## config.mk

```make
export PLATFORM = sky130hd
export DESIGN_NAME = bdpt_fifo
export DESIGN_NICKNAME = d
export VERILOG_FILES = /design/src/hw/rtl/bdpt_pkg.sv /design/src/hw/rtl/bdpt_fifo.sv
export SDC_FILE = /design/constraint.sdc
export NUM_CORES = 1
export LEC_CHECK = 0
export BUFFER_PORTS_ARGS = -buffer_cell sky130_fd_sc_hd__buf_4
export CAP_MARGIN = 40
export CORE_MARGIN = 3
export CORE_UTILIZATION = 52
export DETAILED_ROUTE_END_ITERATION = 8
export GPL_TIMING_DRIVEN = 0
export PLACE_DENSITY = 0.89
export RECOVER_POWER = 50
export SLEW_MARGIN = 20
export SYNTH_ARGS = -nofsm -noshare
export SYNTH_HDL_FRONTEND = slang
export SYNTH_SLANG_ARGS = --single-unit
```

## constraint.sdc

```tcl
create_clock -name clk_i -period 3.6 [get_ports clk_i]
set_input_delay 0 -clock clk_i [delete_from_list [all_inputs] [get_ports clk_i]]
set_output_delay 0 -clock clk_i [all_outputs]
set_load 0.01 [all_outputs]
```

## src/hw/rtl/bdpt_pkg.sv

```systemverilog
// bdpt_pkg: shared types, codes and constants of the bus device presence table
// used by every module of the block, no dependencies
`default_nettype none

package bdpt_pkg;

  localparam int unsigned MaxControllers = 32;
  localparam int unsigned MaxVirtual     = 16;

  localparam int unsigned KeyW  = 29;
  localparam int unsigned VKeyW = 14;
  localparam int unsigned CfgIdxW  = 3;
  localparam int unsigned CfgDataW = 16;

  typedef enum logic [1:0] {
    OP_MSG   = 2'd0,
    OP_TICK  = 2'd1,
    OP_CLEAR = 2'd2,
    OP_NONE  = 2'd3
  } op_e;

  typedef enum logic [CfgIdxW-1:0] {
    CFG_MCU_FIRST  = 3'd0,
    CFG_MCU_SECOND = 3'd1,
    CFG_TIMEOUT    = 3'd2,
    CFG_IGNITER    = 3'd3,
    CFG_DETECTOR   = 3'd4,
    CFG_BUTTON     = 3'd5,
    CFG_LIMIT      = 3'd6,
    CFG_SPARE      = 3'd7
  } cfg_idx_e;

  localparam logic [7:0]  RstMcuFirst  = 8'd13;
  localparam logic [7:0]  RstMcuSecond = 8'd14;
  localparam logic [15:0] RstTimeout   = 16'd5000;
  localparam logic [7:0]  RstIgniter   = 8'd1;
  localparam logic [7:0]  RstDetector  = 8'd2;
  localparam logic [7:0]  RstButton    = 8'd3;
  localparam logic [7:0]  RstLimit     = 8'd4;

  localparam logic [1:0] MACT_NONE    = 2'd0;
  localparam logic [1:0] MACT_REFRESH = 2'd1;
  localparam logic [1:0] MACT_APPEND  = 2'd2;
  localparam logic [1:0] MACT_FULL    = 2'd3;

  localparam logic [2:0] VACT_NONE      = 3'd0;
  localparam logic [2:0] VACT_UPDATE    = 3'd1;
  localparam logic [2:0] VACT_APPEND    = 3'd2;
  localparam logic [2:0] VACT_NO_PARENT = 3'd3;
  localparam logic [2:0] VACT_FULL      = 3'd4;

  typedef struct packed {
    op_e         op;
    logic [31:0] now;
    logic        dir;
    logic        is_mcu;
    logic        is_vdev;
    logic [7:0]  dtype;
    logic [6:0]  zone;
    logic [7:0]  hadr;
    logic [5:0]  ladr;
    logic [7:0]  cmd;
    logic [7:0]  mask;
  } item_t;

  typedef struct packed {
    logic [1:0] mcu_action;
    logic [4:0] mcu_slot;
    logic       mask_written;
    logic [2:0] vdev_action;
    logic [3:0] vdev_slot;
    logic       changed_flag;
    logic [5:0] aged_count;
    logic [5:0] entry_count;
  } res_t;

  typedef struct packed {
    logic [VKeyW-1:0] key;
    logic             chg;
    logic             on;
    logic [7:0]       cmd;
  } vent_t;

endpackage

`default_nettype wire

```

## src/hw/rtl/bdpt_fifo.sv

```systemverilog
// bdpt_fifo: two-entry queue of classified items between front and back
// depends on bdpt_pkg
`default_nettype none

module bdpt_fifo (
  input  wire logic           clk_i,
  input  wire logic           rst_ni,
  input  wire logic           push_i,
  input  bdpt_pkg::item_t     item_i,
  output logic                full_o,
  input  wire logic           pop_i,
  output logic                valid_o,
  output bdpt_pkg::item_t     item_o
);

  bdpt_pkg::item_t mem_q [2];
  logic       wp_q, wp_d, rp_q, rp_d;
  logic [1:0] cnt_q, cnt_d;

  always_comb begin
    wp_d  = wp_q ^ push_i;
    rp_d  = rp_q ^ pop_i;
    cnt_d = cnt_q + 2'(push_i) - 2'(pop_i);
  end

  always_ff @(posedge clk_i or negedge rst_ni) begin
    if (!rst_ni) begin
      wp_q  <= 1'b0;
      rp_q  <= 1'b0;
      cnt_q <= 2'd0;
    end else begin
      wp_q  <= wp_d;
      rp_q  <= rp_d;
      cnt_q <= cnt_d;
    end
  end

  always_ff @(posedge clk_i) begin
    if (push_i) begin
      mem_q[wp_q] <= item_i;
    end
  end

  assign full_o  = cnt_q[1];
  assign valid_o = (cnt_q != 2'd0);
  assign item_o  = mem_q[rp_q];

endmodule

`default_nettype wire

```

==> impl_metrics.py <==
metrics = {
    "run_status": {
        "status": "finished, violations left",
        "violations": "capacitance limit, slew limit",
    },
    "setup_path": {
        "start_kind": "register",
        "worst_path_largest_cell_delay_ns": 1.18,
        "worstPathRequired_ns": 3.69,
        "end_kind": "register",
        "crit_fanout": 53,
        "r2r_setup_slack_ns": 1.23,
        "r2r_start": "wp_q$_DFF_PN0_",
        "slowest_stage": "ha_1",
        "arrival_ns": 2.46,
        "reg2reg_depth": 3,
        "timing.rr.end": "mem_q[0][63]$_DFFE_PP_",
        "crit_chain": "inv_1 -> ha_1 -> buf_16",
        "crit_type": "reg2reg",
    },
    "synth": {
        "ys_types": 12,
        "synthMuxAreaShare": 0.1833,
        "synth-seq-cells": 168,
        "synth-simple-area-share": 0.0009667,
        "synth_compound_area_frac": 0,
        "synth_top_family_by_area": "multiplexers",
        "netlist_instances": 270,
        "synth_xor_area_frac": 0.005027,
        "yosys.area.top_type": "edfxtp_1",
        "syn-cell-area_mm2": 0.006471,
        "synth_fp_nets": 360,
        "synth_top_area_share": 0.7610,
        "yosys_warnings": 0,
        "synth.avg_cell_area_um2": 23.97,
        "yosysSeqAreaShare": 0.7765,
        "synth_fa_ha_area_frac": 0.007734,
        "synth_area_leaders": "edfxtp_1 76%, mux2_4 16%, buf_12 2.2%, mux2_2 2.1%, dfrtp_1 1.5%",
    },
    "clock_tree": {
        "clock_path_buffers": 2,
        "post_cts_buffers": 0,
        "clockRootBuffer": "clkbuf_16",
        "clkSinkCount": 168,
        "numCtsBuffers": 17,
        "post_cts_resize_count": 0,
        "h-tree-depth": 4,
        "clk_latency_ns": 0.42,
        "cts-hold-fix-buffers": 86,
        "cts_tree": "yes",
        "clkTransAtPathRegs_ns": 0.07,
    },
    "timing": {
        "min_period_ns": 2.366,
        "max_slew.worst_pin.slew_ns": 1.544,
        "slew_headroom": -0.02936,
        "finalSetupViolCount": 0,
        "tns_ns": 0,
        "timing.fmax_mhz": 422.6,
        "period_share": 0.6573,
        "drv_slew": 60,
        "rsz0062_at_grt": "false",
        "worst_slack_ns": 1.234,
        "hold_viol_final": 0,
        "clock_skew_ns": 0.01368,
    },
    "detailed_routing": {
        "wl_per_cell_um": 19.18,
        "drtIter0Drc": 189,
        "drc_errors": 0,
        "vias_per_cell": 4.831,
        "dr.pass1.iters": 4,
        "vias": 3512,
        "finalWirelength_um": 13940,
        "antenna_left": 0,
    },
    "run": {
        "drv_cap": 2,
    },
    "grt": {
        "grt-ovfl-total": 0,
        "grt_pass1_wl_um": 22250,
        "grt_max_degree": 54,
        "track_usage": 0.2136,
        "grt_pass1_vias": 4033,
        "antenna_found_initial": 0,
    },
    "floorplan": {
        "start_util": 0.5343,
        "die_h_um": 117.6,
        "die_w_um": 117.6,
        "num_rows": 40,
        "ios": 170,
        "dieArea_mm2": 0.01382,
        "core-area_mm2": 0.01211,
    },
    "layout": {
        "drive_above_1_share": 0.4633,
        "num-fill-cells": 667,
        "nets": 636,
        "area_growth_pct": 44.26,
        "antenna_cells": 0,
    },
    "worst_hold_path": {
        "holdPathStages": 2,
        "worst_hold_path.endpoint": "mem_q[1][60]$_DFFE_PP_",
        "min_path_type": "in2reg",
        "holdCritStartpoint": "item_i[60]",
    },
    "placement": {
        "dpl_worst_slack_ns": 1.951,
        "io_buffers": 169,
        "gp_congestion": 0.6680,
        "dp_hpwl_um": 7712,
    },
    "power_and_ir_drop": {
        "vdd_drop_max_uv": 508.3,
        "power.total_mw": 7.022,
        "p_leak_nw": 3.711,
        "power_density_mw_per_mm2": 752.2,
    },
}
metal layers:
metal | part of all wire | track usage | up-vias | wire length (um)
met1 | 0.37 | 0.2328 | 1740 | 5102
met3 | 0.056 | 0.06535 | 24 | 785
met4 | 0.022 | 0.08352 | 0 | 313
met5 | 0 | 0 | - | 0
li1 | - | - | 1623 | -
met2 | 0.56 | 0.3895 | 125 | 7739
critical path, delay by kind of cell, from the launching register on:
kind	cells	cell delay, ns
DFF	1	0.38
adders and majority gates	1	1.18
buffers and inverters	2	0.41
cell usage in the layout (no fill, tap or decap):
master         count
bufinv_16          3
or2_2              1
buf_16             2
clkbuf_1          34
clkinvlp_4         2
xor2_1             1
mux2_2            12
buf_6              1
mux2_4            70
clkbuf_16         17
clkbuf_8           1
buf_1              2
inv_1              4
buf_12             7
buf_4             84
clkbuf_4          55
dfrtp_1            4
edfxtp_1         164
clkinv_2           4
dlygate4sd3_1     86
xor3_1             1
ha_1               4
report_power, final:
part	leakage, nW	switching, mW	internal [mW]
Combinational	1.84	1.09	1.42
Clock	0.281	0.697	1.10
Sequential	1.59	0.111	2.60
worst max path at each step:
stage | start | to | slack, ns | cells after the start
finish | wp_q$_DFF_PN0_ | mem_q[0][63]$_DFFE_PP_ | 1.23 | 3
global route | wp_q$_DFF_PN0_ | mem_q[0][63]$_DFFE_PP_ | 1.05 | 3
CTS | rp_q$_DFF_PN0_ | item_o[2] | 1.90 | 4
detailed placement | wp_q$_DFF_PN0_ | mem_q[0][59]$_DFFE_PP_ | 1.95 | 3
global placement | wp_q$_DFF_PN0_ | mem_q[0][16]$_DFFE_PP_ | -0.14 | 2
floorplan | wp_q$_DFF_PN0_ | mem_q[0][0]$_DFFE_PP_ | 0.78 | 2
logic make-up after synthesis:
logic type                 after synthesis
DFF                                    168
muxes                                   82
buffers and inverters                   13
adders and majority gates                4
xor gates and xnor gates                 2
and+or+nand+nor                          1
through the flow:
step                        util  cells  hold WS (ns)  cell area [um2]
after floorplan                -    270       -0.2956             6471
after global routing      0.7708    727        0.3110             9335
after CTS                 0.7822    727        0.2807             9474
after global placement    0.6564    607       -0.2025             7950
after detailed placement  0.6630    609       -0.1993             8030
final                     0.7708    727        0.3128             9335
flip-flops by register name, indices dropped and copies added (netlist names):
signal  flops
mem_q     164
rp_q        1
cnt_q       2
wp_q        1
cells in the mapped netlist (all sizes together):
library cell,count
mux2,82
inv,4
or2,1
dfrtp,4
buf,9
ha,4
edfxtp,164
xor3,1
xor2,1
layout make-up:
| class | count | area (um2) | share of cell area |
|---|---|---|---|
| Buffer | 9 | 155.1 | 0.01662 |
| Clock buffer | 23 | 457.9 | 0.04906 |
| Clock inverter | 9 | 125.1 | 0.01340 |
| Inverter | 4 | 15.01 | 0.001608 |
| Multi-Input combinational cell | 89 | 1275 | 0.1366 |
| Sequential cell | 168 | 5025 | 0.5383 |
| Tap cell | 168 | 210.2 | 0.02252 |
| Timing Repair Buffer | 257 | 2072 | 0.2220 |
(Power assumes the default switching activity.)
