==> config.mk <==
export PLATFORM = sky130hd
export DESIGN_NAME = bdpt_front
export DESIGN_NICKNAME = d
export VERILOG_FILES = /design/src/hw/rtl/bdpt_pkg.sv /design/src/hw/rtl/bdpt_front.sv
export SDC_FILE = /design/constraint.sdc
export NUM_CORES = 1
export LEC_CHECK = 0
export BUFFER_PORTS_ARGS = -buffer_cell sky130_fd_sc_hd__buf_4
export CAP_MARGIN = 20
export CORE_AREA = 2 2 96 98
export CTS_CLUSTER_DIAMETER = 150
export DETAILED_ROUTE_END_ITERATION = 12
export DIE_AREA = 0 0 98 100
export PLACE_DENSITY_LB_ADDON = 0.25
export REMOVE_ABC_BUFFERS = 1
export SYNTH_ARGS = -nofsm -noshare
export SYNTH_HDL_FRONTEND = slang
export SYNTH_SLANG_ARGS = --single-unit
==> constraint.sdc <==
create_clock -name clk_i -period 2 [get_ports clk_i]
set_input_delay 0.1 -clock clk_i [delete_from_list [all_inputs] [get_ports clk_i]]
set_output_delay 0.1 -clock clk_i [all_outputs]
set_load 0.05 [all_outputs]
==> src/hw/rtl/bdpt_pkg.sv <==
// bdpt_pkg: shared types, codes and constants of the bus device presence table
// used by every module of the block, no dependencies
`default_nettype none

package bdpt_pkg;

  localparam int unsigned MaxControllers = 32;
  localparam int unsigned MaxVirtual     = 16;

  localparam int unsigned KeyW  = 29;
  localparam int unsigned VKeyW = 14;
  localparam int unsigned CfgIdxW  = 3;
  localparam int unsigned CfgDataW = 16;

  typedef enum logic [1:0] {
    OP_MSG   = 2'd0,
    OP_TICK  = 2'd1,
    OP_CLEAR = 2'd2,
    OP_NONE  = 2'd3
  } op_e;

  typedef enum logic [CfgIdxW-1:0] {
    CFG_MCU_FIRST  = 3'd0,
    CFG_MCU_SECOND = 3'd1,
    CFG_TIMEOUT    = 3'd2,
    CFG_IGNITER    = 3'd3,
    CFG_DETECTOR   = 3'd4,
    CFG_BUTTON     = 3'd5,
    CFG_LIMIT      = 3'd6,
    CFG_SPARE      = 3'd7
  } cfg_idx_e;

  localparam logic [7:0]  RstMcuFirst  = 8'd13;
  localparam logic [7:0]  RstMcuSecond = 8'd14;
  localparam logic [15:0] RstTimeout   = 16'd5000;
  localparam logic [7:0]  RstIgniter   = 8'd1;
  localparam logic [7:0]  RstDetector  = 8'd2;
  localparam logic [7:0]  RstButton    = 8'd3;
  localparam logic [7:0]  RstLimit     = 8'd4;

  localparam logic [1:0] MACT_NONE    = 2'd0;
  localparam logic [1:0] MACT_REFRESH = 2'd1;
  localparam logic [1:0] MACT_APPEND  = 2'd2;
  localparam logic [1:0] MACT_FULL    = 2'd3;

  localparam logic [2:0] VACT_NONE      = 3'd0;
  localparam logic [2:0] VACT_UPDATE    = 3'd1;
  localparam logic [2:0] VACT_APPEND    = 3'd2;
  localparam logic [2:0] VACT_NO_PARENT = 3'd3;
  localparam logic [2:0] VACT_FULL      = 3'd4;

  typedef struct packed {
    op_e         op;
    logic [31:0] now;
    logic        dir;
    logic        is_mcu;
    logic        is_vdev;
    logic [7:0]  dtype;
    logic [6:0]  zone;
    logic [7:0]  hadr;
    logic [5:0]  ladr;
    logic [7:0]  cmd;
    logic [7:0]  mask;
  } item_t;

  typedef struct packed {
    logic [1:0] mcu_action;
    logic [4:0] mcu_slot;
    logic       mask_written;
    logic [2:0] vdev_action;
    logic [3:0] vdev_slot;
    logic       changed_flag;
    logic [5:0] aged_count;
    logic [5:0] entry_count;
  } res_t;

  typedef struct packed {
    logic [VKeyW-1:0] key;
    logic             chg;
    logic             on;
    logic [7:0]       cmd;
  } vent_t;

endpackage

`default_nettype wire

==> src/hw/rtl/bdpt_front.sv <==
// bdpt_front: configuration registers, input acceptance and message classification
// depends on bdpt_pkg
`default_nettype none

module bdpt_front (
  input  wire logic                          clk_i,
  input  wire logic                          rst_ni,
  input  wire logic                          cfg_we_i,
  input  wire logic [bdpt_pkg::CfgIdxW-1:0]  cfg_idx_i,
  input  wire logic [bdpt_pkg::CfgDataW-1:0] cfg_wdata_i,
  input  wire logic                          in_valid_i,
  output logic                               in_stall_o,
  input  wire logic [1:0]                    op_i,
  input  wire logic [31:0]                   now_ms_i,
  input  wire logic                          dir_bit_i,
  input  wire logic [7:0]                    device_type_i,
  input  wire logic [6:0]                    zone_id_i,
  input  wire logic [7:0]                    high_address_i,
  input  wire logic [5:0]                    low_address_i,
  input  wire logic [7:0]                    cmd_byte_i,
  input  wire logic [55:0]                   payload_rest_i,
  input  wire logic                          q_full_i,
  output logic                               q_push_o,
  output bdpt_pkg::item_t                    q_item_o,
  output logic [15:0]                        timeout_o
);

  logic [7:0]  mcu_a_q, mcu_b_q, ign_q, det_q, btn_q, lim_q;
  logic [15:0] tmo_q;
  logic        is_mcu, is_acc;

  always_ff @(posedge clk_i or negedge rst_ni) begin
    if (!rst_ni) begin
      mcu_a_q <= bdpt_pkg::RstMcuFirst;
      mcu_b_q <= bdpt_pkg::RstMcuSecond;
      tmo_q   <= bdpt_pkg::RstTimeout;
      ign_q   <= bdpt_pkg::RstIgniter;
      det_q   <= bdpt_pkg::RstDetector;
      btn_q   <= bdpt_pkg::RstButton;
      lim_q   <= bdpt_pkg::RstLimit;
    end else if (cfg_we_i) begin
      unique case (bdpt_pkg::cfg_idx_e'(cfg_idx_i))
        bdpt_pkg::CFG_MCU_FIRST:  mcu_a_q <= cfg_wdata_i[7:0];
        bdpt_pkg::CFG_MCU_SECOND: mcu_b_q <= cfg_wdata_i[7:0];
        bdpt_pkg::CFG_TIMEOUT:    tmo_q   <= cfg_wdata_i;
        bdpt_pkg::CFG_IGNITER:    ign_q   <= cfg_wdata_i[7:0];
        bdpt_pkg::CFG_DETECTOR:   det_q   <= cfg_wdata_i[7:0];
        bdpt_pkg::CFG_BUTTON:     btn_q   <= cfg_wdata_i[7:0];
        bdpt_pkg::CFG_LIMIT:      lim_q   <= cfg_wdata_i[7:0];
        default: ;
      endcase
    end
  end

  always_comb begin
    is_mcu = (device_type_i == mcu_a_q) || (device_type_i == mcu_b_q);
    is_acc = (device_type_i == ign_q) || (device_type_i == det_q) ||
             (device_type_i == btn_q) || (device_type_i == lim_q);
    q_item_o.op      = bdpt_pkg::op_e'(op_i);
    q_item_o.now     = now_ms_i;
    q_item_o.dir     = dir_bit_i;
    q_item_o.is_mcu  = is_mcu;
    q_item_o.is_vdev = dir_bit_i && !is_mcu && is_acc;
    q_item_o.dtype   = device_type_i;
    q_item_o.zone    = zone_id_i;
    q_item_o.hadr    = high_address_i;
    q_item_o.ladr    = low_address_i;
    q_item_o.cmd     = cmd_byte_i;
    // bus mask is payload byte five
    q_item_o.mask    = payload_rest_i[39:32];
  end

  assign in_stall_o = q_full_i;
  assign q_push_o   = in_valid_i && !q_full_i;
  assign timeout_o  = tmo_q;

endmodule

`default_nettype wire

==> results.json <==
{
  "status": "completed",
  "ys_async_sr_fraction": 1.00,
  "synth_edf_count": 0,
  "path_cells": "xor2_1, nor4_2, nand2_1, a41oi_2, buf_6",
  "core_area_um2": 8890,
  "grt_first_pass_wirelength_mm": 20.5,
  "cp_slowest_cell": "dfstp_2",
  "yosysWarnings": 0,
  "antenna_found_initial": 0,
  "synth-seq-cells": 64,
  "clock_path_buffers": 2,
  "start_kind": "flip-flop",
  "critPathTopFamily": "flip-flops",
  "pin_count": 252,
  "grt_start_max_net_pins": 65,
  "clock.fmax_mhz": 510,
  "die_area_um2": 9800,
  "synth-seq-area-share": 0.444,
  "cts_buffers": 9,
  "layout-drive-gt1-share": 0.575,
  "cpPeakStageDelay_ns": 0.54,
  "cts_tree": "built",
  "routedWlPerCell_um": 38.2,
  "required_ns": 1.90,
  "htreeDepth": 3,
  "overflow": 0,
  "irDropWorstVdd_mv": 0.490,
  "fin_crit_ns": 1.96,
  "yosys.cell_types.count": 19,
  "fp.dieH_um": 100,
  "hold_violations": 0,
  "finalCritPeriodShare": 0.981,
  "cp-end-kind": "output port",
  "slew_violations": 0,
  "hpwl_mm": 13.3,
  "critPathArrivalTime_ns": 1.86,
  "hold_path_class": "input port to flip-flop",
  "antenna_cells": 0,
  "rows": 35,
  "track_usage": 0.322,
  "syn_area_um2": 3660,
  "synthCells": 298,
  "grt_pass1_vias": 2216,
  "drc": 0,
  "timing.setup.tns_ns": 0,
  "initial_utilization": 0.411,
  "insertion_delay_ns": 0.35,
  "clk_pin_slew_ns": 0.07,
  "gp_congestion": 0.928,
  "drtIter0Drc": 113,
  "viasPerCell": 5.37,
  "cts_sinks": 64,
  "die_x_um": 98,
  "ys.flop_type": "dfrtp_1",
  "cts_setup_buffers": 0,
  "worst_slew_pin_slew_ns": 0.841,
  "root_buffer": "clkbuf_8",
  "drtPass1Iterations": 4,
  "maxCapViolations": 0,
  "crit_type": "flip-flop to output port",
  "crit_buf_inv": 1,
  "port_buffers": 61,
  "leakagePower_nw": 1.67,
  "cp_max_fo": 2,
  "avgSynthCellArea_um2": 12.3,
  "power.density_nw_per_um2": 1050,
  "maxSlewHeadroom": 0.439,
  "rsz0062_at_grt": "false",
  "vias": 2174,
  "finalSetupViolCount": 0,
  "skew_ns": 0,
  "nets": 441,
  "syn2layout_area_growth_pct": 7.49,
  "ant_nets": 0,
  "holdWs_ns": 0.0404,
  "totalWireLength_mm": 15.5
}
## cells in the final DEF, fill, tap and decap left out, drive strengths merged
cell type / n
xnor2: 16
nor3b: 2
mux2: 64
a41oi: 1
dlygate4sd3: 9
o221ai: 1
nand2b: 1
nor4: 8
dfrtp: 48
clkbuf: 13
xor2: 32
nand4b: 3
bufinv: 1
nor2b: 1
dfstp: 16
buf: 64
o22ai: 1
clkinv: 2
nor3: 2
nand4: 4
nand2: 5
## where the power goes
part	leakage, nW	internal [mW]	switching [mW]
logic	0.825	0.522	0.641
registers	0.744	1.63	0.174
clock network	0.103	0.641	0.510
## area by class of cell
cell class              instances  area (um2)
repair buffers                 73         574
fillers                       815        4960
flip-flops and latches         64        1620
clock inverters                 3        40.0
well taps                     111         139
multi-input cells             141        1400
clock buffers                  13         159
## state kept, by name (all words and copies together), names as in the netlist
| signal | count |
|---|---|
| mcu_b_q | 8 |
| ign_q | 8 |
| lim_q | 8 |
| timeout_o | 16 |
| det_q | 8 |
| mcu_a_q | 8 |
| btn_q | 8 |
## cell families (layout without fill, tap and decap cells)
family / Yosys count / in the layout / share of synthesized area
compound gates: 3 / 3 / 0.00650
xor+xnor: 48 / 48 / 0.115
buf+inv: 93 / 89 / 0.185
flops: 64 / 64 / 0.444
mux: 64 / 64 / 0.197
simple gates: 26 / 26 / 0.0527
## metrics by stage
step	power (mW)	setup WS, ns	util	instances	cell area [um2]
detailed placement	2.95	0.276	0.405	380	3600
floorplan	2.54	0.114	-	205	2980
CTS	4.13	0.0253	0.441	405	3920
finish	4.12	0.0377	0.442	405	3930
global route	4.32	0.00873	0.442	405	3930
global placement	2.92	0.267	0.405	380	3600
## cells in the mapped netlist, types with 3 or more instances
cell type | instances | area share
mux2_2 | 64 | 0.20
buf_2 | 10 | 0.014
nand4b_1 | 3 | 0.0072
buf_4 | 82 | 0.17
nand2_1 | 5 | 0.0051
xor2_1 | 32 | 0.077
dfstp_2 | 16 | 0.11
nand4_1 | 4 | 0.0068
dfrtp_1 | 48 | 0.33
nor4_1 | 8 | 0.014
xnor2_1 | 16 | 0.038
## what timing repair did
item                       in CTS  in global routing
hold buffers                    9                  0
cloned                          0                  0
hold endpoints to repair       56                  0
setup endpoints to repair       1                  1
gates resized for setup         5                  2
## routing by layer
layer,share of wire,track usage
met5,0.0027,0.0359
met4,0.024,0.0801
met3,0.24,0.372
met2,0.51,0.557
met1,0.22,0.216
## path summary, 6_finish.rpt
check | from | end | slack [ns] | cells after the start
max | lim_q[2] | q_item_o[45] | 0.04 | 5
min | cfg_wdata_i[6] | lim_q[6] | 0.04 | 2
max reg2reg | det_q[2] | det_q[2] | 1.22 | 1
min reg2reg | timeout_o[6] | timeout_o[6] | 0.51 | 1
max in group asynchronous | rst_ni | btn_q[4] | 1.05 | 2
min in group asynchronous | rst_ni | timeout_o[5] | 0.38 | 2
Note: power is estimated with default switching activity, not from simulation.
